[src/rtl/core/uho_pkg.sv]
// Package for the unit hydrograph ordinate generator.
// Holds the beat types, FSM state type and fixed constants; no dependencies.
`default_nettype none
package uho_pkg;
    typedef struct packed {
        logic        action;
        logic [15:0] x4_days;
    } uho_in_t;

    typedef struct packed {
        logic [16:0] ordinate;
        logic [5:0]  position;
        logic        last;
    } uho_out_t;

    typedef enum logic [3:0] {
        ST_IDLE,
        ST_SETUP,
        ST_DIV,
        ST_POINT,
        ST_MUL_U,
        ST_SQRT,
        ST_MUL_U2,
        ST_MUL_P,
        ST_EMIT
    } uho_state_t;

    // Commands from controller to datapath
    typedef struct packed {
        logic load;
        logic div_start;
        logic div_step;
        logic point;
        logic mul_u;
        logic sqrt_start;
        logic sqrt_step;
        logic mul_u2;
        logic mul_p;
        logic emit;
    } uho_cmd_t;

    // Status from datapath to controller
    typedef struct packed {
        logic div_done;
        logic sqrt_done;
        logic direct;
        logic last_pt;
    } uho_sts_t;

    localparam int WFRAC     = 23;
    localparam int X4_MAX    = 32768;
    localparam int DIV_STEPS = 34;
    localparam int SQRT_STEPS = 24;
endpackage
`default_nettype wire

[src/rtl/core/uho_ctrl.sv]
// Controller FSM for the ordinate generator.
// Depends on uho_pkg; drives commands to uho_dp and reads its status.
`default_nettype none
module uho_ctrl (
    input  wire logic           clk,
    input  wire logic           rst_n,
    input  wire logic           start,
    input  wire uho_pkg::uho_sts_t sts,
    output uho_pkg::uho_cmd_t   cmd,
    output logic                busy
);
    import uho_pkg::*;

    uho_state_t state_reg, state_next;

    always_ff @(posedge clk or negedge rst_n)
    begin
        if (!rst_n)
        begin
            state_reg <= ST_IDLE;
        end
        else
        begin
            state_reg <= state_next;
        end
    end

    always_comb
    begin
        state_next = state_reg;
        cmd = '0;
        busy = (state_reg != ST_IDLE);
        case (state_reg)
            ST_IDLE:
            begin
                if (start)
                begin
                    cmd.load = 1'b1;
                    state_next = ST_SETUP;
                end
            end
            ST_SETUP:
            begin
                cmd.div_start = 1'b1;
                state_next = ST_DIV;
            end
            ST_DIV:
            begin
                cmd.div_step = 1'b1;
                if (sts.div_done)
                begin
                    state_next = ST_POINT;
                end
            end
            ST_POINT:
            begin
                cmd.point = 1'b1;
                state_next = ST_MUL_U;
            end
            ST_MUL_U:
            begin
                cmd.mul_u = 1'b1;
                // skip the power path when S is fixed for this point
                state_next = sts.direct ? ST_EMIT : ST_SQRT;
                cmd.sqrt_start = !sts.direct;
            end
            ST_SQRT:
            begin
                cmd.sqrt_step = 1'b1;
                if (sts.sqrt_done)
                begin
                    state_next = ST_MUL_U2;
                end
            end
            ST_MUL_U2:
            begin
                cmd.mul_u2 = 1'b1;
                state_next = ST_MUL_P;
            end
            ST_MUL_P:
            begin
                cmd.mul_p = 1'b1;
                state_next = ST_EMIT;
            end
            ST_EMIT:
            begin
                cmd.emit = 1'b1;
                state_next = sts.last_pt ? ST_IDLE : ST_POINT;
            end
            default:
            begin
                state_next = ST_IDLE;
            end
        endcase
    end

    property p_emit_after_work;
        @(posedge clk) disable iff (!rst_n)
        cmd.emit |-> ($past(state_reg) == ST_MUL_P || $past(state_reg) == ST_MUL_U);
    endproperty
    a_emit_after_work: assert property (p_emit_after_work) else $error("emit order");

    property p_load_idle;
        @(posedge clk) disable iff (!rst_n)
        cmd.load |=> busy;
    endproperty
    a_load_idle: assert property (p_load_idle) else $error("load not busy");

    property p_last_idle;
        @(posedge clk) disable iff (!rst_n)
        (cmd.emit && sts.last_pt) |=> !busy;
    endproperty
    a_last_idle: assert property (p_last_idle) else $error("no idle after last");
endmodule
`default_nettype wire

[src/rtl/core/uho_dp.sv]
// Datapath: reciprocal divider, square root unit, multipliers, S and ordinate.
// Depends on uho_pkg; sequenced by uho_ctrl.
`default_nettype none
module uho_dp #(
    parameter int MAX_ORDINATES = 64,
    parameter int ORD_FRAC_BITS = 16
) (
    input  wire logic              clk,
    input  wire logic              rst_n,
    input  wire uho_pkg::uho_in_t  din,
    input  wire uho_pkg::uho_cmd_t cmd,
    output uho_pkg::uho_sts_t      sts,
    output uho_pkg::uho_out_t      dout,
    output logic                   strobe
);
    import uho_pkg::*;

    localparam int SH = (ORD_FRAC_BITS < 24) ? 24 - ORD_FRAC_BITS : 0;
    localparam int SW = ORD_FRAC_BITS + 2;
    localparam logic [SW-1:0] ONE_OUT = SW'(((64'd1 << 24) + ((SH > 0) ?
        (64'd1 << (SH - 1)) : 64'd0)) >> SH);

    logic        kind_reg;
    logic [15:0] raw_reg;
    logic        single_reg;
    logic [6:0]  len_reg;
    logic [5:0]  k_reg;
    logic [23:0] recip_reg;
    // divider
    logic [33:0] dq_reg;
    logic [16:0] drem_reg;
    logic [5:0]  dcnt_reg;
    // point
    logic [6:0]  t_reg;
    logic [1:0]  seg_reg;   // 0 fixed one, 1 kind0, 2 rising, 3 falling
    logic [23:0] u_reg;
    // sqrt of u<<23 (47 bits)
    logic [47:0] sv_reg;
    logic [47:0] sres_reg;
    logic [4:0]  scnt_reg;
    logic [23:0] u2_reg;
    logic [24:0] s24_reg;
    logic [SW-1:0] prev_reg;
    logic        strobe_reg;
    uho_out_t    out_reg;

    logic [15:0] raw_sat;
    logic        single_w;
    logic [6:0]  len_w;
    logic [16:0] dtrial;
    logic [30:0] prod_u;
    logic [23:0] uc;
    logic [47:0] sbit;
    logic [47:0] ssum;
    logic [47:0] u2_full;
    logic [47:0] p_full;
    logic [23:0] pw;
    logic [SW-1:0] s_out;
    logic [24:0] s_add;
    logic        is_last;
    logic [16:0] x2;

    assign raw_sat  = (din.x4_days > 16'(X4_MAX)) ? 16'(X4_MAX) : din.x4_days;
    assign single_w = din.action ? (raw_sat <= 16'd512) : (raw_sat <= 16'd1024);

    always_comb
    begin
        logic [6:0] base;
        base = 7'((17'(raw_sat) + 17'd1023) >> 10);
        if (single_w)
            len_w = 7'd1;
        else if (din.action)
            len_w = 7'(base << 1);
        else
            len_w = base;
        if (len_w > 7'(MAX_ORDINATES))
            len_w = 7'(MAX_ORDINATES);
    end

    assign dtrial = {drem_reg[15:0], dq_reg[33]};
    assign is_last = (7'(k_reg) + 7'd1 == len_reg);
    assign x2 = {raw_reg, 1'b0};
    assign prod_u = 31'(t_reg) * 31'(recip_reg);
    // rising part uses u, falling part uses 2 - u
    always_comb
    begin
        logic [30:0] two;
        two = 31'd2 << WFRAC;
        if (seg_reg == 2'd3)
            uc = (prod_u < two) ? 24'(two - prod_u) : 24'd0;
        else
            uc = 24'(prod_u);
        if (uc > 24'(1 << WFRAC))
            uc = 24'(1 << WFRAC);
    end
    assign sbit = 48'd1 << (2 * (SQRT_STEPS - 1 - 32'(scnt_reg)));
    assign ssum = sres_reg + sbit;
    assign u2_full = 48'(u_reg) * 48'(u_reg);
    assign p_full = 48'(u2_reg) * 48'(sres_reg[23:0]);
    assign pw = 24'(p_full >> WFRAC);

    always_comb
    begin
        s_add = s24_reg + 25'(SH > 0 ? (64'd1 << (SH - 1)) : 64'd0);
        s_out = is_last ? ONE_OUT : SW'(s_add >> SH);
    end

    assign sts.div_done  = (dcnt_reg == 6'(DIV_STEPS - 1));
    assign sts.sqrt_done = (scnt_reg == 5'(SQRT_STEPS - 1));
    assign sts.direct    = (seg_reg == 2'd0);
    assign sts.last_pt   = is_last;

    always_ff @(posedge clk)
    begin
        if (cmd.load)
        begin
            kind_reg   <= din.action;
            raw_reg    <= raw_sat;
            single_reg <= single_w;
            len_reg    <= len_w;
            prev_reg   <= '0;
        end
        if (cmd.div_start)
        begin
            dq_reg   <= 34'd1 << 33;
            drem_reg <= '0;
        end
        if (cmd.div_step)
        begin
            // restoring division 2^33 / raw, one quotient bit per cycle
            if (dtrial >= 17'(raw_reg))
            begin
                drem_reg <= dtrial - 17'(raw_reg);
                dq_reg   <= {dq_reg[32:0], 1'b1};
            end
            else
            begin
                drem_reg <= dtrial;
                dq_reg   <= {dq_reg[32:0], 1'b0};
            end
            if (sts.div_done)
                recip_reg <= single_reg ? 24'd0 : 24'({dq_reg[32:0],
                    (dtrial >= 17'(raw_reg))});
        end
        if (cmd.point)
        begin
            t_reg <= 7'(k_reg) + 7'd1;
        end
        if (cmd.mul_u)
        begin
            u_reg <= uc;
            if (seg_reg == 2'd0)
                s24_reg <= 25'd1 << 24;
        end
        if (cmd.sqrt_start)
        begin
            sv_reg <= 48'(uc) << WFRAC;
            sres_reg <= '0;
        end
        if (cmd.sqrt_step)
        begin
            if (sv_reg >= ssum)
            begin
                sv_reg <= sv_reg - ssum;
                sres_reg <= (sres_reg >> 1) + sbit;
            end
            else
            begin
                sres_reg <= sres_reg >> 1;
            end
        end
        if (cmd.mul_u2)
            u2_reg <= 24'(u2_full >> WFRAC);
        if (cmd.mul_p)
        begin
            if (seg_reg == 2'd1)
                s24_reg <= {pw, 1'b0};
            else if (seg_reg == 2'd2)
                s24_reg <= 25'(pw);
            else
                s24_reg <= (25'd1 << 24) - 25'(pw);
        end
        if (cmd.emit)
        begin
            out_reg.ordinate <= 17'((s_out >= prev_reg) ? s_out - prev_reg : '0);
            out_reg.position <= k_reg;
            out_reg.last     <= is_last;
            prev_reg         <= s_out;
        end
    end

    // segment select, computed the cycle t is latched
    always_ff @(posedge clk)
    begin
        if (cmd.point)
        begin
            logic [17:0] tn;
            tn = 18'({7'(k_reg) + 7'd1, 10'd0});
            if (single_reg || (7'(k_reg) + 7'd1 == len_reg))
                seg_reg <= 2'd0;
            else if (!kind_reg)
                seg_reg <= (tn < 18'(raw_reg)) ? 2'd1 : 2'd0;
            else if (tn <= 18'(raw_reg))
                seg_reg <= 2'd2;
            else if (tn < 18'(x2))
                seg_reg <= 2'd3;
            else
                seg_reg <= 2'd0;
        end
    end

    always_ff @(posedge clk or negedge rst_n)
    begin
        if (!rst_n)
        begin
            dcnt_reg   <= '0;
            scnt_reg   <= '0;
            k_reg      <= '0;
            strobe_reg <= 1'b0;
        end
        else
        begin
            strobe_reg <= cmd.emit;
            if (cmd.div_start)
                dcnt_reg <= '0;
            else if (cmd.div_step)
                dcnt_reg <= dcnt_reg + 6'd1;
            if (cmd.sqrt_start)
                scnt_reg <= '0;
            else if (cmd.sqrt_step)
                scnt_reg <= scnt_reg + 5'd1;
            if (cmd.load)
                k_reg <= '0;
            else if (cmd.emit)
                k_reg <= k_reg + 6'd1;
        end
    end

    assign dout   = out_reg;
    assign strobe = strobe_reg;

    property p_one_strobe;
        @(posedge clk) disable iff (!rst_n)
        cmd.emit |=> strobe;
    endproperty
    a_one_strobe: assert property (p_one_strobe) else $error("strobe missing");

    property p_pos_follows;
        @(posedge clk) disable iff (!rst_n)
        (strobe && !dout.last) |-> (k_reg == dout.position + 6'd1);
    endproperty
    a_pos_follows: assert property (p_pos_follows) else $error("position skip");

    property p_last_one;
        @(posedge clk) disable iff (!rst_n)
        (strobe && dout.last) |-> (prev_reg == ONE_OUT);
    endproperty
    a_last_one: assert property (p_last_one) else $error("sum not one");
endmodule
`default_nettype wire

[src/rtl/core/unit_hydrograph_ordinates_unit.sv]
// Top level of the unit hydrograph ordinate generator.
// Depends on uho_pkg, uho_ctrl and uho_dp.
//
// Usage: present an input beat (action, x4_days) with start high while busy is
// low; the beat is taken on that edge. The block then emits the curve's
// ordinates in order, one result beat per strobe pulse, each carrying the
// ordinate (Q1.16), its position and a last flag. The receiver cannot stall:
// each result is valid only in the cycle strobe is high.
// 1/x4 is formed first by a one-bit-per-cycle divider. Each ordinate then
// passes the point and u-multiply steps; where S is not fixed and the 2.5
// power is formed, it then also passes the 24-step square root unit and the
// u^2 and power multiplies. busy stays high until the last result.
// Reset clears the controller to idle; no result is pending after reset.
`default_nettype none
module unit_hydrograph_ordinates_unit #(
    parameter int MAX_ORDINATES = 64,
    parameter int ORD_FRAC_BITS = 16
) (
    input  wire logic              clk,
    input  wire logic              rst_n,
    input  wire logic              start,
    input  wire uho_pkg::uho_in_t  din,
    output logic                   busy,
    output logic                   strobe,
    output uho_pkg::uho_out_t      result
);
    import uho_pkg::*;

    uho_cmd_t cmd;
    uho_sts_t sts;

    uho_ctrl u_ctrl (
        .clk   (clk),
        .rst_n (rst_n),
        .start (start),
        .sts   (sts),
        .cmd   (cmd),
        .busy  (busy)
    );

    uho_dp #(
        .MAX_ORDINATES (MAX_ORDINATES),
        .ORD_FRAC_BITS (ORD_FRAC_BITS)
    ) u_dp (
        .clk    (clk),
        .rst_n  (rst_n),
        .din    (din),
        .cmd    (cmd),
        .sts    (sts),
        .dout   (result),
        .strobe (strobe)
    );
endmodule
`default_nettype wire

[config.mk]
export PLATFORM = sky130hd
export DESIGN_NAME = unit_hydrograph_ordinates_unit
export DESIGN_NICKNAME = d
export VERILOG_FILES = /design/src/rtl/core/uho_pkg.sv /design/src/rtl/core/uho_ctrl.sv /design/src/rtl/core/uho_dp.sv /design/src/rtl/core/unit_hydrograph_ordinates_unit.sv
export SDC_FILE = /design/constraint.sdc
export NUM_CORES = 2
export LEC_CHECK = 0
export ABC_AREA = 0
export BUFFER_PORTS_ARGS = -buffer_cell sky130_fd_sc_hd__buf_2
export CELL_PAD_IN_SITES_DETAIL_PLACEMENT = 0
export CELL_PAD_IN_SITES_GLOBAL_PLACEMENT = 2
export CORE_UTILIZATION = 45
export CTS_BUF_LIST = sky130_fd_sc_hd__clkbuf_8
export CTS_CLUSTER_DIAMETER = 40
export DETAILED_ROUTE_END_ITERATION = 16
export PLACE_DENSITY = 0.86
export SLEW_MARGIN = 10
export SYNTH_ARGS = -nofsm -noshare
export SYNTH_HDL_FRONTEND = slang
export SYNTH_HIERARCHICAL = 1
export SYNTH_SLANG_ARGS = --single-unit
[constraint.sdc]
create_clock -name clk -period 16.4 [get_ports clk]
set_clock_uncertainty 0.2 [all_clocks]
set_input_delay 1.64 -clock clk [delete_from_list [all_inputs] [get_ports clk]]
set_output_delay 1.64 -clock clk [all_outputs]
set_load 0.01 [all_outputs]
Word level (Yosys, flattened, before mapping)
Index checks and enable logic that the tools add are counted.
{ "op_classes": {"add_sub_neg": 14, "multipliers": 3, "magnitude_cmp": 12, "eq_ne": 17, "n_shift": 1, "muxes": 53, "n_reduce_logical": 13} }
{ "ops": {"columns": ["cell", "n"], "rows": [
  ["2-to-1 mux 48 bit", 6],
  ["2-to-1 mux 25 bit", 5],
  ["multiplier 24 x 24 -> 47 bit", 2],
  ["2-to-1 mux 24 bit", 3],
  ["2-to-1 mux 34 bit", 2],
  ["2-to-1 mux 16 bit", 4],
  ["adder 47 x 48 -> 48 bit", 1],
  ["adder 48 bit", 1],
  ["greater-or-equal comparator 48 bit", 1],
  ["<< shifter 1 x 32 -> 48 bit (first input constant)", 1],
  ["subtractor 48 bit", 1],
  ["2-to-1 mux 18 bit", 2],
  ["case mux 4 bit (9 select lines)", 1],
  ["less-than comparator 31 x 25 -> 1 bit (second input constant)", 1],
  ["multiplier 7 x 24 -> 31 bit", 1],
  ["adder 25 x 8 -> 25 bit (second input constant)", 1],
  ["subtractor 25 x 24 -> 25 bit (first input constant)", 1],
  ["> comparator 24 bit (second input constant)", 1],
  ["2-to-1 mux 6 bit", 4],
  ["subtractor 1 x 24 -> 24 bit (first input constant)", 1],
  ["greater-or-equal comparator 17 x 18 -> 1 bit", 1],
  ["adder 16 x 10 -> 17 bit (second input constant)", 1],
  ["greater-or-equal comparator 17 x 16 -> 1 bit", 1],
  ["less-or-equal comparator 17 x 16 -> 1 bit", 1],
  ["36 further kinds", 69]
]} }
{ "totals": {"reg_bits": 341, "inputBits": 20, "output_inout_bits": 26, "elab_cells": 136} }

Logic depth before layout (Yosys ltp)
{ "logic_depth": {"depth_word": 9, "ltp_mapped": 33} }

Modules after synthesis
Netlist, hierarchy kept.
{ "modules_own_cells": {"columns": ["module", "n_inst", "cells_per_inst", "area_each_um2"], "rows": [
  ["uho_dp", 1, 6783, 61539.0],
  ["uho_ctrl", 1, 51, 375.4]
]} }

Worst setup path after synthesis
Ideal clock, no wire load.
{ "synth_path": {"kind": "register to register", "from": "register u_dp.sres_reg[17]", "to": "register u_dp.s24_reg[23] (data pin)", "setup_time_ns": 0.190, "arrival_time_ns": 8.141, "setup_slack_ns": 7.869, "stages_incl_launch_ff": 28, "n_path_buf": 2, "synth_period_minus_slack_ns": 8.531, "path_cell_list": "edfxtp_1 clkbuf_1 buf_1 nand2_1 fa_1 inv_1 fa_1 inv_1 fa_1 inv_1 fa_1 fa_1 fa_1 inv_1 fa_1 inv_1 ha_1 a21o_1 a311o_1 a211o_1 o211a_1 or3_1 a211oi_1 nand4_1 or3_4 nor3_4 nor3_1 a2111oi_2"} }
{ "synth_between": {"elab_chain_len": 5} }
{ "synth_lines": {"columns": ["item", "line", "text"], "rows": [
  ["from (decl)", "uho_dp.sv:39", "logic [47:0] sres_reg;"],
  ["from (signal assigned)", "uho_dp.sv:165", "sres_reg <= (sres_reg >> 1) + sbit;"],
  ["from (signal assigned)", "uho_dp.sv:169", "sres_reg <= sres_reg >> 1;"],
  ["multiplier 24 x 24 -> 47 bit *", "uho_dp.sv:99", "assign p_full = 48'(u2_reg) * 48'(sres_reg[23:0]);"],
  ["subtractor 25 x 24 -> 25 bit", "uho_dp.sv:181", "s24_reg <= (25'd1 << 24) - 25'(pw);"],
  ["2-to-1 mux 25 bit", "uho_dp.sv:178", "else if (seg_reg == 2'd2)"],
  ["2-to-1 mux 25 bit *", "uho_dp.sv:176", "if (seg_reg == 2'd1)"],
  ["2-to-1 mux 25 bit *", "uho_dp.sv:174", "if (cmd.mul_p)"],
  ["to (signal assigned)", "uho_dp.sv:177", "s24_reg <= {pw, 1'b0};"],
  ["to (signal assigned)", "uho_dp.sv:179", "s24_reg <= 25'(pw);"],
  ["to (signal assigned)", "uho_dp.sv:181", null],
  ["to (decl)", "uho_dp.sv:42", "logic [24:0] s24_reg;"]
]} }
Every way passes the cells marked *; elsewhere a longest branch is shown, timed or not.
A chain may end at the register's enable or synchronous reset.

Worst setup path in the final report
{ "layout_path": {"from": "register u_dp.u2_reg[18]", "to": "register u_dp.s24_reg[18] (data pin)"} }
{ "layout_between": {"elab_chain_len": 5} }
{ "layout_lines": {"columns": ["item", "line", "text"], "rows": [
  ["from (decl)", "uho_dp.sv:41", "logic [23:0] u2_reg;"],
  ["from (signal assigned)", "uho_dp.sv:173", "u2_reg <= 24'(u2_full >> WFRAC);"],
  ["multiplier 24 x 24 -> 47 bit *", "uho_dp.sv:99", null],
  ["subtractor 25 x 24 -> 25 bit", "uho_dp.sv:181", null],
  ["2-to-1 mux 25 bit", "uho_dp.sv:178", null],
  ["2-to-1 mux 25 bit *", "uho_dp.sv:176", null],
  ["2-to-1 mux 25 bit *", "uho_dp.sv:174", null]
]} }
Marked as above.

==> impl_metrics.env <==
export IMPL_outcome="complete, no violations"
export IMPL_critical_path_reg2reg_endpoint="u_dp/s24_reg[18]$_SDFFCE_PN0P_"
export IMPL_detailedRoute_firstPassIterationCount=7
export IMPL_category_of_the_most_critical_setup_path="reg -> reg"
export IMPL_core_area_mm2=0.1360
export IMPL_via_count=45598
export IMPL_setup_fix_bufs_post_cts=0
export IMPL_timing_hold_worst_class="reg -> reg"
export IMPL_cpLargestDelayFamily="adder cells"
export IMPL_drt_iter0_markers=2763
export IMPL_reg2reg_setup_slack_ns=6.56
export IMPL_worst_r2r_path_depth=26
export IMPL_initial_antenna_violation_count=3
export IMPL_finalSetupTns_ns=0
export IMPL_clock_sinks=333
export IMPL_slew_limit_headroom_pct=10.71
export IMPL_ctsHtreeMaxLevel=3
export IMPL_timing_final_max_slew_violations=0
export IMPL_yosys_area_top_type_share_pct=32.79
export IMPL_grt_usage_pct=24.29
export IMPL_netlist_area_mm2=0.06191
export IMPL_fp_dieArea_mm2=0.1391
export IMPL_top_level_ports=46
export IMPL_first_pass_grt_wire_length_um=268400
export IMPL_synth_distinct_cells=104
export IMPL_synth_warning_count=6
export IMPL_clock_path_buffers=3
export IMPL_timing_final_crit_share_pct=60.00
export IMPL_timing_hold_violations_final=0
export IMPL_drive_above_1_share_pct=4.878
export IMPL_worst_slew_pin_transition_ns=1.339
export IMPL_grt_start_max_net_pins=62
export IMPL_hold_path_endpoint="u_dp/sv_reg[0]$_DFF_P_"
export IMPL_grt_pass1_vias=48295
export IMPL_fmax_mhz=101.6
export IMPL_growth_of_design_area_from_synthesis_to_finish_pct=6.016
export IMPL_fillCellCount=13013
export IMPL_postSynthCellCount=6834
export IMPL_cts_repair_resized=0
export IMPL_postRouteWirelength_um=163600
export IMPL_synth_top_cells_by_area="fa_1 (33%), edfxtp_1 (13%), ha_1 (11%)"
export IMPL_synth_area_leader_cell="fa_1"
export IMPL_die_height_um=372.9
export IMPL_crit_path_end_kind="flop"
export IMPL_globalRouteOverflowTotal=0
export IMPL_cts_buffers=77
export IMPL_share_of_flip_flops_with_an_asynchronous_set_or_reset_pct=6.607
export IMPL_antenna_violating_nets_post_route=0
export IMPL_mappedNetlistNets=8401
export IMPL_detail_route_wl_per_cell_um=19.00
export IMPL_die_width_um=372.9
export IMPL_clk_transition_reported_paths_ns=0.06
export IMPL_crit_path_start_kind="flop"
export IMPL_final_nets=8330
export IMPL_min_delay_start="u_dp/sv_reg[0]$_DFF_P_"
export IMPL_gp_congestion=0.8875
export IMPL_rows=135
export IMPL_synth_enable_flop_cells=263
export IMPL_cts_root_buffer="clkbuf_8"
export IMPL_critPathSlowestCell="edfxtp_1"
export IMPL_critical_path_max_stage_delay_ns=1.22
export IMPL_post_route_min_period_ns=9.839
export IMPL_maxCapViolations=0
export IMPL_hold_buffers=0
export IMPL_dpl_hpwl_um=127400
export IMPL_start_util_pct=45.53
export IMPL_crit_buf_inv=5
export IMPL_yosys_register_bits=333
export IMPL_port_buffer_count=45
export IMPL_r2r_start="u_dp/u2_reg[18]$_DFFE_PP_"
export IMPL_drcViolationCount=0
export IMPL_path_common_cell="fa_1"
export IMPL_finalSetupViolations=0
export IMPL_via_per_instance_ratio=5.296
export IMPL_whs_path_depth=2
export IMPL_rsz_0062_raised_after_global_routing="false"
export IMPL_cp_required_ns=16.69
export IMPL_yosysSeqAreaShare_pct=15.20
export IMPL_critPathMaxFanout=24
export IMPL_cp_data_arrival_time_ns=10.13
export IMPL_syn_mean_instance_area_um2=9.060
export IMPL_worstSkewPairLatency_ns=0.76
export IMPL_synth_main_ff_cell="edfxtp_1"
export IMPL_tritoncts="done"
-- cell families (layout without fill, tap and decap cells) --
kind of cell    Yosys count  after routing  synth area share, %
simple gates           2176           2176                17.49
xor+xnor                269            269                3.830
mux                      29             29               0.4789
compound gates          885            885                9.688
buf+inv                1594           1587                9.738
other cells               0              2                    0
flops                   333            333                15.20
fa+ha+maj              1548           1548                43.57
-- layout by cell type (no fill, tap or decap), types with 86 or more instances in the layout --
| cell type | count |
|---|---|
| inv_1 | 1329 |
| fa_1 | 1014 |
| nand2_1 | 718 |
| and2_1 | 590 |
| ha_1 | 533 |
| nor2_1 | 367 |
| edfxtp_1 | 263 |
| a21oi_1 | 202 |
| o21ai_0 | 172 |
| xnor2_1 | 138 |
| xor2_1 | 129 |
| nor3_1 | 89 |
| buf_4 | 86 |
-- cell type report --
type	count	area, um2	share of cell area, %
Antenna cell	2	5.005	0.007625
Timing Repair Buffer	131	870.8	1.327
Clock buffer	83	1142	1.740
Sequential cell	333	9409	14.33
Multi-Input combinational cell	4907	46530	70.88
Tap cell	1781	2228	3.395
Clock inverter	60	528.0	0.8044
Inverter	1313	4928	7.508
-- per-stage QoR --
stage	cell area [um2]	instances	hold WS [ns]	setup slack, ns	utilization, %
6_report	65640	8610	0.2759	6.561	48.27
5_1_grt	65640	8610	0.2972	6.198	48.27
4_1_cts	65630	8608	0.2779	6.692	48.27
3_5_place_dp	63960	8465	0.2697	6.740	47.04
3_3_place_gp	63960	8465	0.2544	6.879	47.03
2_1_floorplan	61910	6834	0.2231	7.869	-
-- worst reg2reg max path, cell delays in order (launching register included) --
cell and delay (ns):
edfxtp_1 1.22, nand2_1 0.22, fa_1 0.55, inv_1 0.06, fa_1 0.54, inv_1 0.05
fa_1 0.45, fa_1 0.51, inv_1 0.05, fa_1 0.54, fa_1 0.62, inv_1 0.07
fa_1 0.53, inv_1 0.04, ha_1 0.37, a21o_1 0.20, o21bai_1 0.15, a221oi_1 0.58
nor3_1 0.16, o211a_1 0.17, or3_1 0.36, a211oi_1 0.42, nand4_1 0.35, nor2_1 0.40
nand4_1 0.17, and3_1 0.23, a2111oi_0 0.39
-- synth_stat cells, drive strengths merged, types with 26 or more instances --
library cell / count
nand2: 719
a21oi: 203
edfxtp: 263
nor2: 370
or3: 26
nand2b: 41
o21a: 35
a211oi: 62
xor2: 130
fa: 1014
and2: 590
nor3: 94
nand3: 72
nor2b: 75
a31oi: 61
o21bai: 27
nand4: 56
ha: 533
buf: 35
inv: 1312
clkbuf: 246
dfxtp: 48
o21ai: 178
and3: 43
xnor2: 139
a21o: 80
-- worst max path at each step --
stage                     cells past startpoint  slack [ns]                       startpoint                              to
after floorplan                              27        7.87  u_dp/sres_reg[17]$_SDFFCE_PN0P_  u_dp/s24_reg[23]$_SDFFCE_PN0P_
after global placement                       26        6.88        u_dp/u2_reg[18]$_DFFE_PP_  u_dp/s24_reg[22]$_SDFFCE_PN0P_
after detailed placement                     26        6.74        u_dp/u2_reg[18]$_DFFE_PP_  u_dp/s24_reg[22]$_SDFFCE_PN0P_
after CTS                                    26        6.69        u_dp/u2_reg[18]$_DFFE_PP_  u_dp/s24_reg[18]$_SDFFCE_PN0P_
after global routing                         26        6.20        u_dp/u2_reg[18]$_DFFE_PP_  u_dp/s24_reg[18]$_SDFFCE_PN0P_
final                                        26        6.56        u_dp/u2_reg[18]$_DFFE_PP_  u_dp/s24_reg[18]$_SDFFCE_PN0P_
-- metal layers --
| layer | up-vias | share of wire, % | track usage, % |
|---|---|---|---|
| li1 | 21628 | - | - |
| met1 | 22762 | 46 | 34.30 |
| met2 | 1021 | 47 | 39.42 |
| met3 | 187 | 5.2 | 3.253 |
| met4 | 0 | 2.0 | 5.762 |
| met5 | - | 0 | 0 |
Power is left out: the tool's default activity adds up to more than one toggle a clock period on the data nets, which glitch-free logic cannot reach.
